## src/hw/rtl/gfm_ram.sv

```systemverilog
// generic single write port ram with registered read
module gfm_ram #(
    parameter int WIDTH = 8,
    parameter int DEPTH = 64
) (
    input  logic                     aclk,
    input  logic                     we,
    input  logic [$clog2(DEPTH)-1:0] waddr,
    input  logic [WIDTH-1:0]         wdata,
    input  logic [$clog2(DEPTH)-1:0] raddr,
    output logic [WIDTH-1:0]         rdata
);

    logic [WIDTH-1:0] mem [DEPTH];

    always_ff @(posedge aclk) begin
        if (we) begin
            mem[waddr] <= wdata;
        end
        rdata <= mem[raddr];
    end

endmodule

```

## config.mk

```make
export PLATFORM = sky130hd
export DESIGN_NAME = gfm_ram
export DESIGN_NICKNAME = d
export VERILOG_FILES = /design/src/hw/rtl/gfm_ram.sv
export SDC_FILE = /design/constraint.sdc
export NUM_CORES = 1
export LEC_CHECK = 0
export ABC_AREA = 1
export CORE_ASPECT_RATIO = 0.8
export CORE_MARGIN = 5
export CORE_UTILIZATION = 60
export CTS_CLUSTER_SIZE = 24
export DETAILED_ROUTE_END_ITERATION = 12
export DONT_BUFFER_PORTS = 1
export PLACE_DENSITY_LB_ADDON = 0.12
export SLEW_MARGIN = 5
export SYNTH_ARGS = -nofsm -noshare
export SYNTH_HDL_FRONTEND = slang
export SYNTH_SLANG_ARGS = --single-unit
```

## constraint.sdc

```tcl
create_clock -name aclk -period 2.4 [get_ports aclk]
set_input_delay 0.24 -clock aclk [delete_from_list [all_inputs] [get_ports aclk]]
set_output_delay 0.24 -clock aclk [all_outputs]
set_load 0.01 [all_outputs]
```

## After elaboration in Yosys (flattened, before gate mapping)

Memories as Yosys holds them, arrays and structs flattened. A register that Yosys moved wholly into a read port is not among the register bits.
Cells that the tools add are included.

- Register bits: 0
- RAM bits: 512
- Output and inout port bits: 8
- Word-level logic and storage cells: 3
- Memories kept: 1

Memories:

| memory | words | width | rd ports | clocked after Yosys merged registers in | write ports | RTL line | source |
|---|---|---|---|---|---|---|---|
| mem | 64 | 8 | 1 | 1 | 1 | 14 | `logic [WIDTH-1:0] mem [DEPTH];` |

- Mux-type cells: 2

Operators with widths:

| cell | count |
|---|---|
| two-way mux 1 bit | 2 |

## Logic depth before layout (Yosys ltp)

- Word-level depth: 2
- Mapped depth: 12
- Mapped depth without buffers: 9

## Least setup slack after synthesis

No wires, ideal clock.

- Path type: input to register
- Start point: input port we
- End point: memory mem[48][0], enable pin
- Library setup time: 395 ps
- Arrival: 1611 ps
- Slack: 394 ps
- Stages: 3
- Buffers on the path: 1
- Path through: clkbuf_1 > nand4_1 > nor4_1

- Cells in the longest elaborated chain, start to end: 2

Ends and longest elaborated chain:

| item | RTL line | source |
|---|---|---|
| from (decl) | 7 | `input logic we,` |
| two-way mux 1 bit | 17 | `if (we) begin` |
| two-way mux 1 bit (not written as such) | 18 | `mem[waddr] <= wdata;` |
| to (decl) | 14 |  |

Every way passes these cells.

==> metrics <==
status=finished clean; vias in the first global route=13200; Avg WL per Cell=22.3 um; synthesis-stage register bit count=520; nature of the critical path endpoint=flip-flop; clock latency on the worst-skew pair=0.57 ns; die width=221 um; drt via density=5.89; number of remaining DRC errors=0; CTS tree=built; clock root cell=clkbuf_16; GP Congestion=0.832; combinational share of power=5.5%; initial antenna violation count=0; core box area=0.0350 sq mm; H-Tree Depth=2; Mapped Cells=roughly 1800; total CTS buffers=48; Detailed Route WL=52.5 mm; Reg-to-Reg Start=mem[51][5]; hold path depth=4; Setup violations, final=0; Synthesis Warnings=0; Area Overhead vs Synth=11.2%; hold path start=raddr[3]; switching pwr=3.97 mW; Crit Path Category=flip-flop to flip-flop; die area=0.0395 sq mm; antenna-violating nets left=0; Final period util=a little under 100%; Synth Area in Adders=0%; Clk network pwr share=40.3%; R2R depth=10; post-synth cell types=16; grt ovf=0; Tot GR Track Use=between 20% and 30%; Max Cap Viol=0; pwr dens=slightly below 800 mW/mm^2; Starting DRT DRC Count=1848; Vias=13900; flop-to-flop setup slack=0.06 ns; port bufs=0; Setup TNS Final=0 ns; Initial Utilization=61.0%; Antenna Cells=0; largest net degree at the start of global routing=around 260; post-synthesis compound-gate area fraction=0%; Peak supply drop=a little over 0.7 mV; startpoint types=flip-flop; HP Class=input pin to flip-flop; post-synthesis average cell area=11.8 sq um; mux cell area share after synthesis=0%; Leak Pwr=between 8 and 9 nW; arrival time worst endpoint=2.79 ns; max_slew headroom=45.8%; sequential fraction of the synthesis area=72.8%; final hold violations=0; CTS sink cnt=520; Worst-Margin Slew=0.811 ns; largest family of logic cells by synthesized area=simple AND/OR/NAND/NOR gates; CTS max path bufs=3; IO Pins=30; hold path endpoint=rdata[2]; xor and xnor area share after synthesis=0%; Final min period=about 2.3 ns; highest clock rate=between 0.4 and 0.5 GHz; CP max FO=1; drt pass-1 iters=5; Post-Syn Area=roughly 0.021 sq mm; P_int=14.7 mW; final net count=between 1500 and 2000; Clock transition at path regs=about 0.060 ns; max-slew violations=0; Final Skew=between 0.02 and 0.03 ns; worst r2r dst=rdata[5]; Post-DP HPWL=29.4 mm; Power, Total=18.6 mW; fraction of the mapped netlist area in simple logic gates=23.2%; switching share of total power=21.3%; die height=179 um; Critical Path RT=2.86 ns; RSZ-0062 raised after global routing=false; Flop pwr share=between 50% and 60%; share of cells above drive strength 1=8.85%; syn nets=1827; row count=61; first-pass GRT wire length=~80 mm
==> cells in the final DEF (no fill, tap or decap) <==
cell type | Yosys | layout
buf_6 | 35 | 1
dfxtp_1 | 8 | 8
nand3_2 | 0 | 4
nand4_1 | 9 | 9
clkinv_2 | 0 | 6
nor2_1 | 56 | 56
nand3_1 | 439 | 435
clkinv_4 | 0 | 1
inv_6 | 1 | 4
bufinv_16 | 0 | 5
clkinv_1 | 0 | 12
inv_2 | 1 | 1
edfxtp_1 | 512 | 512
clkbuf_16 | 0 | 49
buf_16 | 0 | 8
nand2_1 | 648 | 648
dlygate4sd3_1 | 0 | 8
nor4_1 | 8 | 8
buf_4 | 14 | 81
clkbuf_1 | 15 | 14
inv_1 | 10 | 9
buf_12 | 0 | 7
==> cell usage after synthesis <==
cell type	count	share of area [%]
nand2_1	648	11
edfxtp_1	512	72
nand3_1	439	10
nor2_1	56	0.99
buf_2	37	0.87
buf_6	35	1.8
clkbuf_1	15	0.26
buf_4	14	0.49
buf_1	10	0.18
inv_1	10	0.18
nand4_1	9	0.26
dfxtp_1	8	0.75
nor4_1	8	0.23
buf_8	2	0.14
inv_2	1	0.018
inv_6	1	0.041
==> worst max-delay path: stages (launching register included) <==
cell and delay, ns:
edfxtp_1 0.36, nand2_1 0.08, nand3_1 0.08, nand3_1 0.19
nand2_1 0.08, nand2_1 0.08, nand3_1 0.07, dlygate4sd3_1 0.59
nand3_1 0.08, dlygate4sd3_1 0.56, nand2_1 0.06
==> worst max path at each step <==
stage	cells past startpoint	startpoint	end	slack, ns
6_report	10	mem[51][5]	rdata[5]	0.06
3_5_place_dp	10	raddr[0]	rdata[5]	0.52
2_1_floorplan	3	we	mem[48][0]	0.39
4_1_cts	12	raddr[0]	rdata[6]	0.06
3_3_place_gp	10	raddr[0]	rdata[6]	0.54
5_1_grt	10	mem[48][5]	rdata[5]	0.01
==> through the flow <==
stage               setup slack, ns  hold slack [ns]  utilization, %  std cells  area (sq um)
floorplan                     0.394            0.339               -       1805         21300
global placement              0.536            0.344            62.6       2253         21900
detailed placement            0.525            0.344            62.6       2253         21900
CTS                          0.0608          0.00932            67.8       2358         23700
global route                 0.0135           0.0119            67.9       2358         23700
finish                       0.0633           0.0335            67.9       2358         23700
==> routing by layer <==
metal | routed length (um) | GRT usage, %
met5 | 0 | 0
met4 | 982 | 5.79
met3 | 5110 | 6.60
met2 | 23900 | 41.4
met1 | 22500 | 38.7
==> registers in the layout, indices dropped and copies added (netlist names) <==
register and count:
mem 512, rdata 8
==> cell type report <==
type	count	area (sq um)
flip-flops and latches	520	15500
fillers	2601	11200
multi-input cells	1160	4970
clock buffers	63	1280
repair buffers	105	1060
well taps	472	591
clock inverters	26	251
inverters	12	55.1
==> power groups by stage <==
| stage | combinational, mW | sequential, mW | clock (mW) |
|---|---|---|---|
| floorplan | 0.706 | 10.3 | 0 |
| global placement | 0.772 | 10.3 | 0 |
| detailed placement | 0.786 | 10.3 | 0 |
| CTS | 1.01 | 10.1 | 7.59 |
| global route | 1.12 | 10.1 | 7.97 |
| finish | 1.02 | 10.1 | 7.51 |
==> kinds of logic (layout without fill, tap and decap cells) <==
family,after synthesis,count (layout)
AND/OR/NAND/NOR,1160,1160
flip-flops,520,520
buffers and inverters,125,206
==> what timing repair did <==
action                                 4_1_cts  5_1_grt
setup endpoints to repair                    0        1
hold buffers                                16        0
resized for setup                            0        6
setup buffers                                0        0
endpoints found under the hold margin      520        0
Power figures use the tool's default switching activity.
