===== src/hw/rtl/gfm_pkg.sv =====
// shared constants, types and state codes for the grid feature map insert block
package gfm_pkg;

    localparam int GRID_SIDE       = 256;
    localparam int FRAME_KEYPOINTS = 64;
    localparam int MAP_CAPACITY    = 65536;

    localparam int GRID_BITS  = (GRID_SIDE > 1) ? $clog2(GRID_SIDE) : 1;
    localparam int GRID_DEPTH = GRID_SIDE * GRID_SIDE;
    localparam int ADDR_BITS  = $clog2(GRID_DEPTH);

    localparam int CAND_DEPTH = 64;
    localparam int SCAN_BITS  = 6;
    localparam int CNT_BITS   = 7;
    localparam int SLOT_BITS  = 6;
    localparam int STR_BITS   = 16;
    localparam int IDX_BITS   = 17;
    localparam int MAP_BITS   = 16;

    // floor((mm + 50) / 100) via biased reciprocal multiply
    localparam int MM_BIAS     = 32850;
    localparam int Q_ORIGIN    = 328;
    localparam int RECIP       = 167773;
    localparam int RECIP_SHIFT = 24;
    localparam int U_BITS      = 17;
    localparam int R_BITS      = 18;
    localparam int Q_BITS      = 10;
    localparam int CELL_W      = 14;

    typedef struct packed {
        logic [STR_BITS-1:0]  strength;
        logic [SLOT_BITS-1:0] slot;
        logic [GRID_BITS-1:0] row;
        logic [GRID_BITS-1:0] col;
    } cand_t;

    typedef enum logic [13:0] {
        ST_CLR  = 14'b00000000000001,
        ST_IDLE = 14'b00000000000010,
        ST_MULX = 14'b00000000000100,
        ST_MULY = 14'b00000000001000,
        ST_CHK  = 14'b00000000010000,
        ST_GADR = 14'b00000000100000,
        ST_GRDW = 14'b00000001000000,
        ST_SRD  = 14'b00000010000000,
        ST_SCMP = 14'b00000100000000,
        ST_FEND = 14'b00001000000000,
        ST_PRD  = 14'b00010000000000,
        ST_PCMP = 14'b00100000000000,
        ST_EMIT = 14'b01000000000000,
        ST_OUT  = 14'b10000000000000
    } state_t;

endpackage


===== src/hw/rtl/gfm_cell_unit.sv =====
// shared reciprocal multiplier mapping a millimetre position to a biased cell quotient
module gfm_cell_unit (
    input  logic                        aclk,
    input  logic signed [15:0]          mm,
    output logic [gfm_pkg::Q_BITS-1:0]  q_reg
);

    logic [gfm_pkg::U_BITS-1:0]                  u;
    logic [gfm_pkg::U_BITS+gfm_pkg::R_BITS-1:0]  prod;

    assign u    = {mm[15], mm} + gfm_pkg::U_BITS'(gfm_pkg::MM_BIAS);
    assign prod = (gfm_pkg::U_BITS+gfm_pkg::R_BITS)'(u)
                * (gfm_pkg::U_BITS+gfm_pkg::R_BITS)'(gfm_pkg::RECIP);

    always_ff @(posedge aclk) begin
        q_reg <= prod[gfm_pkg::RECIP_SHIFT +: gfm_pkg::Q_BITS];
    end

endmodule

===== config.mk =====
export PLATFORM = sky130hd
export DESIGN_NAME = gfm_cell_unit
export DESIGN_NICKNAME = d
export VERILOG_FILES = /design/src/hw/rtl/gfm_pkg.sv /design/src/hw/rtl/gfm_cell_unit.sv
export SDC_FILE = /design/constraint.sdc
export NUM_CORES = 1
export LEC_CHECK = 0
export ABC_AREA = 1
export BUFFER_PORTS_ARGS = -buffer_cell sky130_fd_sc_hd__buf_2
export CELL_PAD_IN_SITES_DETAIL_PLACEMENT = 1
export CELL_PAD_IN_SITES_GLOBAL_PLACEMENT = 1
export CORE_AREA = 2 2 131 133
export CTS_BUF_LIST = sky130_fd_sc_hd__clkbuf_4
export DETAILED_ROUTE_END_ITERATION = 7
export DIE_AREA = 0 0 133 135
export PLACE_DENSITY = 0.74
export SYNTH_ARGS = -nofsm -noshare
export SYNTH_HDL_FRONTEND = slang
export SYNTH_SLANG_ARGS = --single-unit

===== constraint.sdc =====
create_clock -name aclk -period 7.2 [get_ports aclk]
set_input_delay 0.72 -clock aclk [delete_from_list [all_inputs] [get_ports aclk]]
set_output_delay 0.72 -clock aclk [all_outputs]
set_load 0.1 [all_outputs]

# --- Word-level counts from Yosys, hierarchy flattened ---
# Index checks and enable logic that the tools add are counted.
op_classes:
  div_mod_pow: 0
  bitwise: 0
  multipliers: 1
  addsub: 1
  n_reduce_logical: 0
  eq_ne: 0
  n_shift: 0
  mux: 0
  magnitude_cmp: 0
ops:
  columns: ["operator", "n"]
  rows:
  - ["multiplier 17 x 18 -> 34 bit (second input constant)", 1]
  - ["adder 17 x 16 -> 17 bit (second input constant)", 1]
word_totals:
  elab_cells: 3
  out_inout_bits: 10
  mem_count: 0
  romBits: 0
  latchBits: 0
  in_bits: 17
  register_bits: 10
  mem_bits_rw: 0

# --- Longest topological paths before layout ---
# Gate-level depths: netlist of run 1.
logic_depth:
  ltp_word: 2
  mapped_depth: 33
  mapped_depth_nobuf: 33

# --- Least setup slack after synthesis of run 1 ---
# OpenSTA, ideal clock, no wires.
synth_path:
  path_type: "input port to flip-flop"
  start: "input mm[3]"
  end: "register q_reg[7] (netlist name)"
  arrival_time_ns: 5.851
  setup_time_ns: 0.112
  path_stages: 27
  path_slack_ns: 1.236
  t_required_ns: 7.088
  path_cell_list: "nand3_1 -> nand2_1 -> nand2_2 -> nand2_4 -> nand2_1 -> nor2_1 -> xor2_1 -> inv_1 -> fa_1 -> inv_1 -> fa_1 -> inv_1 -> fa_1 -> fa_1 -> fa_1 -> inv_1 -> fa_1 -> inv_1 -> ha_1 -> nand2_1 -> nand2_1 -> o21bai_1 -> a21o_1 -> a21oi_1 -> nand2_1 -> nand2_1 -> nand2_1"
synth_via:
  elab_chain_cells: 2
synth_rtl:
  columns: ["element", "line", "rtl"]
  rows:
  - ["from (decl)", "gfm_cell_unit.sv:4", "input logic signed [15:0] mm,"]
  - ["adder 17 x 16 -> 17 bit", "gfm_cell_unit.sv:11", "assign u = {mm[15], mm} + gfm_pkg::U_BITS'(gfm_pkg::MM_BIAS);"]
  - ["multiplier 17 x 18 -> 34 bit", "gfm_cell_unit.sv:13", "* (gfm_pkg::U_BITS+gfm_pkg::R_BITS)'(gfm_pkg::RECIP);"]
  - ["net prod, one bit", "gfm_cell_unit.sv:9", "logic [gfm_pkg::U_BITS+gfm_pkg::R_BITS-1:0] prod;"]
  - ["to (signal assigned)", "gfm_cell_unit.sv:16", "q_reg <= prod[gfm_pkg::RECIP_SHIFT +: gfm_pkg::Q_BITS];"]
  - ["to (decl)", "gfm_cell_unit.sv:5", "output logic [gfm_pkg::Q_BITS-1:0] q_reg"]
# The timed path passes the listed nets, and every way through them passes these cells.

# --- Worst setup path after layout of run 1 ---
layout_path:
  start: "input mm[1]"
  end: "register q_reg[7] (netlist name)"
# The elaborated chain is that of the path after synthesis.

==> flow_metrics.env, run 1 <==
export IMPL_ctsResizeCount=0
export IMPL_vias_per_cell=4.71
export IMPL_core_rowCount=47
export IMPL_synth_area_per_cell_sq_um=7.92
export IMPL_hold_viol=0
export IMPL_ios=27
export IMPL_fin_crit_sh_pct=91.1
export IMPL_worst_path_stages=25
export IMPL_crit_path_max_fanout=6
export IMPL_yosys_area_top_type="fa_1"
export IMPL_cp_required_ns=7.36
export IMPL_final_nets=1122
export IMPL_io_buffers=26
export IMPL_cts_hold_buf=0
export IMPL_cts_root_buf="clkbuf_4"
export IMPL_async_flop_share_pct=0
export IMPL_outcome="finished clean"
export IMPL_max_clock_freq_mhz=152
export IMPL_hp_class="input port to register"
export IMPL_synth_distinct_cells=28
export IMPL_vias=5082
export IMPL_finalNonFillerCells=1078
export IMPL_cts_buffer_depth=2
export IMPL_cts_tree="done"
export IMPL_crit_top_cell="fa_1"
export IMPL_areaGrowthSynthToFinish_pct=6.89
export IMPL_synth_edff_count=0
export IMPL_clk_pin_slew_worst_paths_ns=0.07
export IMPL_slowest_stage="fa_1"
export IMPL_synth_fp_nets=1088
export IMPL_largest_register_ffs=10
export IMPL_syn_area_sq_um=6540
export IMPL_gp_congestion=0.904
export IMPL_cts_sinks=10
export IMPL_yosysWarnings=0
export IMPL_synth_most_common_cell="inv_1"
export IMPL_cts_inserted_buffers=3
export IMPL_cts_setup_buffers=0
export IMPL_n_antenna_cell=0
export IMPL_fin_setup_tns_ns=0
export IMPL_critPathMaxStageDelay_ns=0.60
export IMPL_cp_end_kind="register"
export IMPL_fp_dieH_microns=135
export IMPL_grt_pass1_wl_mm=29.1
export IMPL_routed_wl_mm=17.1
export IMPL_grt_util_all_layers_pct=20.7
export IMPL_synth_top_cell_area_share_pct=32.8
export IMPL_rsz0062_at_grt="no"
export IMPL_grt_pass1_vias=5695
export IMPL_setup_viol_count_final=0
export IMPL_htreeDepth=1
export IMPL_core_area_sq_um=16400
export IMPL_grt_max_degree=9
export IMPL_critPathLaunchType="input port"
export IMPL_crit_buf_inv=5
export IMPL_ant_nets=0
export IMPL_worstMarginPinSlew_ns=0.503
export IMPL_holdPathStages=6
export IMPL_start_util_pct=39.9
export IMPL_synth_seq_cells=10
export IMPL_wl_per_cell_microns=15.9
export IMPL_path_delay_family="adder cells"
export IMPL_antenna_found_initial=0
export IMPL_synth_top_cells_by_area="fa_1, ha_1, inv_1"
export IMPL_syn_inst=826
export IMPL_drt_first_pass_iters=4
export IMPL_drtIter0Drc=154
export IMPL_placedCellCount=1075
export IMPL_fp_dieW_microns=133
export IMPL_die_area_sq_um=18000
export IMPL_relSlewSlack_pct=66.3
export IMPL_synth_commonest_cells="inv_1, ha_1, nand2_1, fa_1, nor2_1"
export IMPL_cp_arrival_ns=6.72
export IMPL_drc=0
export IMPL_drv_slew=0
export IMPL_synth_top_flop_cell="dfxtp_1"
export IMPL_synth_seq_area_share_pct=3.06
export IMPL_critPathKind="input port to register"
export IMPL_grt_overflow_total=0
export IMPL_drive_gt1_share_pct=6.29
export IMPL_drv_cap=0
export IMPL_layout_min_cycle_time_ns=6.56
export IMPL_dp_hpwl_mm=16.2
[path summary, 6_finish.rpt]
check,end,slack (ns),start
worst max-delay path,q_reg[7],0.64,mm[1]
worst min-delay path,q_reg[9],1.06,mm[15]
[routing by layer]
layer | GRT usage, % | up-vias | part of all wire, %
met1 | 27.4 | 2467 | 47
met2 | 38.0 | 50 | 50
met5 | 0 | - | 0
li1 | - | 2551 | -
met4 | 2.81 | 0 | 1.1
met3 | 1.39 | 14 | 2.0
[layout by cell type, fill, tap and decap left out, drive strengths merged, types with 7 or more instances in the layout]
cell type,Yosys,layout
nor3,9,9
nand2,141,141
o21ai,14,14
dfxtp,10,10
a21oi,32,32
nand3,27,27
nor2,47,47
a21o,7,7
fa,107,107
inv,260,260
ha,138,138
buf,0,29
[through the flow]
stage	instance area, sq um	util, %	setup WS [ns]	hold WS, ns
final	6990	42.6	0.640	1.06
after global routing	6990	42.6	0.210	1.10
after CTS	6990	42.6	0.574	1.06
after detailed placement	6970	42.5	0.337	1.27
after global placement	6970	42.5	0.335	1.28
after floorplan	6540	-	1.24	1.09
[tightest hold or removal path: cells and delay by family]
family,cells,cell delay [ns]
simple gates,5,0.41
buf+inv,1,0.13
[final cells by class]
cell class | count | area [sq um]
Multi-Input combinational cell | 555 | 5360
Clock buffer | 3 | 22.5
Sequential cell | 10 | 200
Fill cell | 2035 | 9420
Timing Repair Buffer | 29 | 153
Inverter | 261 | 980
Tap cell | 220 | 275
[logic make-up after synthesis]
logic type      share of synthesized area (%)
flops                                    3.06
compound gates                           5.68
fa+ha+maj                                59.2
xor+xnor                                 1.34
buf+inv                                  15.0
simple gates                             15.8
Power of run 1 is not shown: default switching activity piles up to over one toggle a cycle in this logic, so the estimate is an artifact.
==> inputs of run 2 (changes only) <==
Settings changed: RECOVER_POWER from default to 25.
==> run 2 against run 1 <==
Compared with the run above: setup slack is the same; die area is the same; sequential cell count is the same; hold slack is the same; routed wire length is essentially flat; first-iteration DRC count shrank 0.65%; critical path depth is the same; via count is the same; non-clock buffer count is the same; global-route usage is the same; cell count is the same.
==> flow_metrics.env, run 2 (synthesis results as in run 1) <==
export IMPL_cts_sinks=10
export IMPL_drtIter0Drc=153
export IMPL_grt_pass1_wl_mm=29.1
export IMPL_rsz0062_at_grt="no"
export IMPL_seq_area_sq_um=200
export IMPL_core_area_sq_um=16400
export IMPL_vias_per_cell=4.71
export IMPL_drt_first_pass_iters=4
export IMPL_grt_overflow_total=0
export IMPL_routed_wl_mm=17.1
export IMPL_areaGrowthSynthToFinish_pct=6.79
export IMPL_dp_hpwl_mm=16.2
export IMPL_cts_root_buf="clkbuf_4"
export IMPL_multi_input_area_sq_um=5360
export IMPL_mostFrequentLayoutCell="inv_1"
export IMPL_grt_util_all_layers_pct=20.7
export IMPL_final_nets=1122
export IMPL_ctsResizeCount=0
export IMPL_drv_slew=0
export IMPL_clk_pin_slew_worst_paths_ns=0.07
export IMPL_cp_required_ns=7.36
export IMPL_crit_path_max_fanout=6
export IMPL_hp_class="input port to register"
export IMPL_grt_pass1_vias=5695
export IMPL_holdWs_ns=1.06
export IMPL_critPathLaunchType="input port"
export IMPL_setup_viol_count_final=0
export IMPL_gp_congestion=0.904
export IMPL_top_layer="met4"
export IMPL_fillers=2034
export IMPL_fp_dieW_microns=133
export IMPL_n_antenna_cell=0
export IMPL_layout_min_cycle_time_ns=6.56
export IMPL_io_buffers=26
export IMPL_cp_end_kind="register"
export IMPL_ant_nets=0
export IMPL_antenna_found_initial=0
export IMPL_dr_wl_met2_mm=8.61
export IMPL_die_area_sq_um=18000
export IMPL_drive_gt1_share_pct=5.71
export IMPL_wl_met1_mm=7.96
export IMPL_start_util_pct=39.9
export IMPL_worstMarginPinSlew_ns=1.16
export IMPL_max_clock_freq_mhz=152
export IMPL_core_rowCount=47
export IMPL_cts_buffer_depth=2
export IMPL_cts_setup_buffers=0
export IMPL_grt_max_degree=9
export IMPL_critPathKind="input port to register"
export IMPL_fin_crit_sh_pct=91.1
export IMPL_drc=0
export IMPL_largest_register_ffs=10
export IMPL_holdPathStages=6
export IMPL_htreeDepth=1
export IMPL_fp_dieH_microns=135
export IMPL_relSlewSlack_pct=22.7
export IMPL_drv_cap=0
export IMPL_cts_inserted_buffers=3
export IMPL_cts_hold_buf=0
export IMPL_wl_per_cell_microns=15.9
export IMPL_vias=5082
export IMPL_ios=27
export IMPL_cts_tree="done"
export IMPL_wl_met3_microns=343
export IMPL_cp_arrival_ns=6.72
export IMPL_hold_viol=0
export IMPL_fin_setup_tns_ns=0
export IMPL_final_cell_mix="inv_1, ha_1, nand2_1"
export IMPL_outcome="finished clean"
run 2: worst paths after layout:
check	startpoint	endpoint	slack, ns
min	mm[15]	q_reg[9]	1.06
max	mm[1]	q_reg[7]	0.64
run 2: area by class of cell:
class / instances / share of cell area, %
multi-input combinational: 555 / 76.7
inverter: 261 / 14.0
tap: 220 / 3.94
sequential: 10 / 2.87
timing repair buffer: 29 / 2.10
clock buffer: 3 / 0.322
run 2: through the flow:
stage	utilization, %	instances	cell area [sq um]	setup slack (ns)
global route	42.6	1078	6980	0.210
detailed placement	42.5	1075	6970	0.337
finish	42.6	1078	6980	0.640
floorplan	-	826	6540	1.24
CTS	42.6	1078	6990	0.574
global placement	42.5	1075	6970	0.335
run 2: per-layer routing:
| layer | global-route usage (%) | vias up |
|---|---|---|
| li1 | - | 2551 |
| met1 | 27.4 | 2467 |
| met2 | 38.0 | 50 |
| met3 | 1.39 | 14 |
| met4 | 2.81 | 0 |
| met5 | 0 | - |
run 2: worst max-delay path, stage by stage:
cell	delay, ns
buf_2	0.14
nand3_1	0.10
nand2_1	0.10
nand2_2	0.12
nand2_4	0.08
inv_1	0.09
nor2_1	0.05
xnor2_1	0.42
inv_1	0.25
fa_1	0.60
ha_1	0.26
fa_1	0.57
fa_1	0.45
fa_1	0.54
inv_1	0.05
fa_1	0.60
inv_1	0.07
ha_1	0.31
nand2_1	0.09
nor2_1	0.27
nand3_1	0.10
o21ai_0	0.42
nand3_1	0.16
nand3_1	0.11
nand2_1	0.05
Power of run 2 is left out for the same reason.
